<file path="src/rtl/dtrie_pkg.sv">
// Package for the DNA word trie: widths, letter codes, opcodes, controller states,
// and the command and status structs that link the controller to the datapath.
// Depends on nothing; every other file of the block uses it but rtl/dtrie_checker.sv.
package dtrie_pkg;

    localparam int NODE_COUNT_DEF = 256;
    localparam int LIMIT_W        = 9;
    localparam int SYM_W          = 8;
    localparam int SLOT_W         = 2;

    localparam logic [LIMIT_W-1:0] LIMIT_RESET = 9'd256;

    localparam logic OP_INSERT = 1'b0;
    localparam logic OP_LOOKUP = 1'b1;

    localparam logic [SYM_W-1:0] SYM_A = 8'h61;
    localparam logic [SYM_W-1:0] SYM_C = 8'h63;
    localparam logic [SYM_W-1:0] SYM_T = 8'h74;
    localparam logic [SYM_W-1:0] SYM_G = 8'h67;

    localparam logic [SLOT_W-1:0] SLOT_A = 2'd0;
    localparam logic [SLOT_W-1:0] SLOT_C = 2'd1;
    localparam logic [SLOT_W-1:0] SLOT_T = 2'd2;
    localparam logic [SLOT_W-1:0] SLOT_G = 2'd3;

    typedef enum logic [1:0] {
        ST_CLEAR,
        ST_IDLE,
        ST_EXEC
    } dtrie_state_t;

    typedef struct packed {
        logic clear;
        logic accept;
        logic commit;
    } dtrie_cmd_t;

    typedef struct packed {
        logic clear_done;
        logic item_last;
        logic out_busy;
    } dtrie_sts_t;

    typedef struct packed {
        logic              valid;
        logic [SLOT_W-1:0] slot;
    } dtrie_slot_t;

    // Maps a byte to its child slot; bytes outside the alphabet are not valid.
    function automatic dtrie_slot_t letter_slot(input logic [SYM_W-1:0] sym);
        dtrie_slot_t res;
        res.valid = 1'b1;
        res.slot  = SLOT_A;
        unique case (sym)
            SYM_A:   res.slot = SLOT_A;
            SYM_C:   res.slot = SLOT_C;
            SYM_T:   res.slot = SLOT_T;
            SYM_G:   res.slot = SLOT_G;
            default: res.valid = 1'b0;
        endcase
        return res;
    endfunction

endpackage

</file>
<file path="src/rtl/dtrie_ctrl.sv">
// Controller of the DNA word trie: clearing pass, word accept and commit sequencing.
// Depends on dtrie_pkg for the state type and the command and status structs.
module dtrie_ctrl
(
    input  logic                  clk,
    input  logic                  rst_n,
    input  logic                  req_valid,
    output logic                  req_ready,
    input  dtrie_pkg::dtrie_sts_t sts,
    output dtrie_pkg::dtrie_cmd_t cmd
);

    dtrie_pkg::dtrie_state_t state_reg;
    dtrie_pkg::dtrie_state_t state_next;

    always_ff @(posedge clk or negedge rst_n)
    begin
        if (!rst_n)
        begin
            state_reg <= dtrie_pkg::ST_CLEAR;
        end
        else
        begin
            state_reg <= state_next;
        end
    end

    always_comb
    begin
        state_next = state_reg;
        req_ready  = 1'b0;
        cmd        = '0;
        unique case (state_reg)
            dtrie_pkg::ST_CLEAR:
            begin
                cmd.clear = 1'b1;
                if (sts.clear_done)
                begin
                    state_next = dtrie_pkg::ST_IDLE;
                end
            end
            dtrie_pkg::ST_IDLE:
            begin
                req_ready  = 1'b1;
                cmd.accept = req_valid;
                if (req_valid)
                begin
                    state_next = dtrie_pkg::ST_EXEC;
                end
            end
            dtrie_pkg::ST_EXEC:
            begin
                // A last word waits here while the previous result is still held.
                if (!sts.item_last || !sts.out_busy)
                begin
                    cmd.commit = 1'b1;
                    state_next = dtrie_pkg::ST_IDLE;
                end
            end
            default:
            begin
                state_next = dtrie_pkg::ST_CLEAR;
            end
        endcase
    end

endmodule

</file>
<file path="config.mk">
export PLATFORM = sky130hd
export DESIGN_NAME = dtrie_ctrl
export DESIGN_NICKNAME = d
export VERILOG_FILES = /design/src/rtl/dtrie_pkg.sv /design/src/rtl/dtrie_ctrl.sv
export SDC_FILE = /design/constraint.sdc
export NUM_CORES = 1
export LEC_CHECK = 0
export ABC_AREA = 1
export CAP_MARGIN = 30
export CORE_AREA = 2 2 39 41
export DETAILED_ROUTE_END_ITERATION = 10
export DIE_AREA = 0 0 41 43
export DONT_BUFFER_PORTS = 1
export HOLD_SLACK_MARGIN = 0.08
export PLACE_DENSITY = 0.3
export SYNTH_ARGS = -nofsm -noshare
export SYNTH_HDL_FRONTEND = slang
export SYNTH_SLANG_ARGS = --single-unit
</file>
<file path="constraint.sdc">
create_clock -name clk -period 1.1 [get_ports clk]
set_input_delay 0.055 -clock clk [delete_from_list [all_inputs] [get_ports clk]]
set_output_delay 0.055 -clock clk [all_outputs]
set_load 0.02 [all_outputs]
</file>
-- Yosys cells after proc, flatten, opt, wreduce, memory -nomap -nowiden
Index checks and enable logic that the tools add are counted.
- register bits: 2
- output and inout bits: 4
- logic and storage cells: 20
- equality and inequality tests: 5
- muxes and demuxes: 9
- reduce and logical (&&, ||, !) cells: 5
- operators with widths (cell ; number):
    2-bit two-way mux ; 3
    2-bit inequality test (second input constant) ; 3
    2-bit one-hot mux with 3 select lines ; 1
    1-bit two-way mux ; 5
    3-bit AND reduction ; 1
    2-bit by 1-bit equality test with 1-bit output (second input constant) ; 1
    2-bit equality test (second input constant) ; 1
    1-bit logical NOT ; 2
    2-bit logical NOT ; 1
    1-bit logical OR ; 1

-- Logic depth before layout (Yosys ltp)
- depth after elaboration: 4
- gate-level depth with buffers: 5
- gate-level depth less buffers: 5

-- Least setup slack after synthesis
OpenSTA, ideal clock, no wires.
- path type: register to register
- start point: register state_reg[0]
- end point: register state_reg[0]
- arrival: 930 ps
- path slack: 52 ps
- stages on the path, launching flop included: 5
- clock period less this slack: 1048 ps
- cell sequence: dfrtp_1 nor2_1 nand2_1 nand3_1 nand2_1
- cells in the longest elaborated chain, start to end: 3
- elaborated cells between the ends (all ways): 8
- RTL lines (what ; RTL line ; text):
    start: declaration ; dtrie_ctrl.sv:13 ; dtrie_pkg::dtrie_state_t state_reg;
    start signal: assignment ; dtrie_ctrl.sv:20 ; state_reg <= dtrie_pkg::ST_CLEAR;
    start signal: assignment ; dtrie_ctrl.sv:24 ; state_reg <= state_next;
    2-bit equality test (tied with other cells) ; dtrie_ctrl.sv:33 ; unique case (state_reg)
    2-bit inequality test (no line) ; n/a ;
    3-bit AND reduction (no line) ; n/a ;
Parallel ways exist; a longest one is shown, timed or not.
A chain may end at the register's enable or synchronous reset.

-- Worst setup path in the final report
- start point: register state_reg[0]
- end point: output req_ready
- cells in the longest elaborated chain, start to end: 2
- RTL lines (what ; RTL line ; text):
    2-bit by 1-bit equality test with 1-bit output ; dtrie_ctrl.sv:33 ;
    1-bit two-way mux ; dtrie_ctrl.sv:33 ;
    end: declaration ; dtrie_ctrl.sv:8 ; output logic req_ready,
No other way between the ends.

==> results.json <==
{
  "run_status": "finished, final reports clean",
  "hpwl_um": 231.3,
  "dp.cells": 40,
  "final_area_sq_um": 239.0,
  "ys_seq_area_share_pct": 41.24,
  "ant_nets": 0,
  "finalNonFillerCells": 47,
  "layout_common_cells": "6 x nand2_1, 5 x inv_1, 4 x dlygate4sd3_1, 4 x buf_4",
  "grt_overflow": 0,
  "max_freq_mhz": 959.3,
  "vias": 146,
  "worstPathArrival_ps": 990,
  "syn_area_sq_um": 121.4,
  "cts_tree": "done",
  "p_leak_nw": 0.1337,
  "drv_cap": 0,
  "grt_pass1_vias": 141,
  "path_class": "reg2out",
  "final.min_clock_period_ps": 1042,
  "final_common_cell": "nand2_1",
  "ios": 10,
  "critPathTopFamily": "flip-flops",
  "synth_nets": 26,
  "ctsRootBufferMaster": "clkbuf_4",
  "synth.avg_cell_area_sq_um": 6.068,
  "clock_skew_ps": 1.973,
  "initial_utilization_pct": 8.770,
  "rsz0062_at_grt": "true",
  "drc": 0,
  "ys_ff_latch": 2,
  "min_path_type": "in2reg",
  "clk_latency_ps": 220,
  "cp_max_fo": 5,
  "detail_route.vias_per_cell": 3.106,
  "power_mw": 0.6259,
  "drtIter0Drc": 0,
  "num_rows": 14,
  "crit_path_end_kind": "output pin",
  "cts_made_buffers": 3,
  "cp_slowest_stage_delay_ps": 410,
  "htree_levels": 1,
  "required_ps": 1040,
  "dieArea_sq_mm": 0.001763,
  "tightest_slew_ps": 168.8,
  "antenna_found_initial": 0,
  "grt_pass1_wl_um": 469,
  "finalSetupTns_ps": 0,
  "core_area_sq_mm": 0.001384,
  "die-height_um": 43,
  "track_usage_pct": 4.724,
  "nets": 39,
  "drive_gt1_share_pct": 29.03,
  "drt_wl_total_um": 305,
  "power_density_mw_per_mm2": 2619,
  "crit_slowest_cell": "dfrtp_1",
  "place_area_sq_um": 171.4,
  "clock-sinks": 2,
  "startpoint_type": "register",
  "multi_input_area_sq_um": 53.80,
  "seq_area_sq_um": 50.05,
  "hold_viol": 0,
  "finalSetupViolations": 0,
  "routabilityCongestion": 0.6731,
  "routedWlPerCell_um": 6.489,
  "cts_setup_buffers": 0,
  "synthCells": 20,
  "finalCritPeriodShare_pct": 94.77,
  "grt_max_degree": 6,
  "antenna_cells": 0,
  "dr.pass1.iters": 1,
  "largest_reg_flops": 2,
  "clk_pin_slew_ps": 30,
  "fill_cells": 155,
  "crit_buf_inv": 2,
  "die_x_um": 41,
  "peakVddDrop_v": 0.0008288,
  "slew_headroom_pct": 88.75,
  "synth-warning-count": 0,
  "critical_path.cell_chain": "nand2_1, inv_1, buf_4",
  "io_buffers": 0,
  "slew_viol_final": 0,
  "areaGrowthSynthToFinish_pct": 96.91,
  "clockBufferDepth": 2,
  "synth.distinct_cells": 7,
  "timing.hold.ws_ps": 130.4
}
-- repair_timing --
item	CTS	global route
hold endpoints to repair	4	0
endpoints found under the setup margin	0	3
gates resized for setup	0	2
hold buffers	4	0
-- metal layers --
| metal | track usage (%) | share of wire (%) | wire, um |
|---|---|---|---|
| met5 | 0 | 0 | 0 |
| met4 | 8.000 | 0 | 0 |
| met3 | 3.141 | 9.2 | 28 |
| met2 | 4.063 | 40 | 123 |
| met1 | 5.161 | 50 | 154 |
-- per-stage QoR --
step | utilization [%] | worst slack, ps
final | 17.27 | 57.54
after global routing | 17.27 | -27.91
after CTS | 16.91 | 40.59
after detailed placement | 12.39 | 235.2
after global placement | 12.39 | 265.7
after floorplan | - | 52.24
-- power by group --
part	leakage, nW	total, mW	switching, mW	internal, mW
combinational	0.0952	0.324	0.192	0.132
clock	0.0138	0.160	0.0397	0.120
sequential	0.0246	0.142	0.0349	0.107
total	0.134	0.626	0.267	0.359
-- synth_stat cells --
cell type  n  area share, %
dfrtp_1    2             41
inv_1      6             19
nand2_1    6             19
nand3_1    1            4.1
nor2_1     3            9.3
nor3_1     1            4.1
o21ai_0    1            4.1
-- layout make-up --
type / instances / area share (%)
Multi-Input combinational cell: 12 / 22.51
Clock buffer: 3 / 9.424
Timing Repair Buffer: 8 / 29.32
Tap cell: 16 / 8.377
Inverter: 6 / 9.424
Sequential cell: 2 / 20.94
-- logic make-up (layout without fill, tap and decap cells) --
group	after synthesis	after routing	synth area share, %
flops	2	2	41.24
buf+inv	6	17	18.56
compound gates	1	1	4.120
simple gates	11	11	36.07
-- worst reg2reg max path: stages, from the launching register on --
cell	delay [ps]
dfrtp_1	410
nor2_1	150
nand2_1	70
nand3_1	80
nand2_1	50
-- path summary, 6_finish.rpt --
kind / to / startpoint / cells past startpoint / slack (ps)
min in group asynchronous: state_reg[1]$_DFFE_PN0P_ / rst_n / 2 / 600
max in group asynchronous: state_reg[0]$_DFFE_PN0P_ / rst_n / 2 / 380
worst max register to register: state_reg[0]$_DFFE_PN0P_ / state_reg[0]$_DFFE_PN0P_ / 4 / 220
worst min register to register: state_reg[1]$_DFFE_PN0P_ / state_reg[1]$_DFFE_PN0P_ / 3 / 610
worst max-delay path: req_ready / state_reg[0]$_DFFE_PN0P_ / 3 / 60
worst min-delay path: state_reg[1]$_DFFE_PN0P_ / sts[1] / 4 / 130
(Power assumes the default switching activity.)
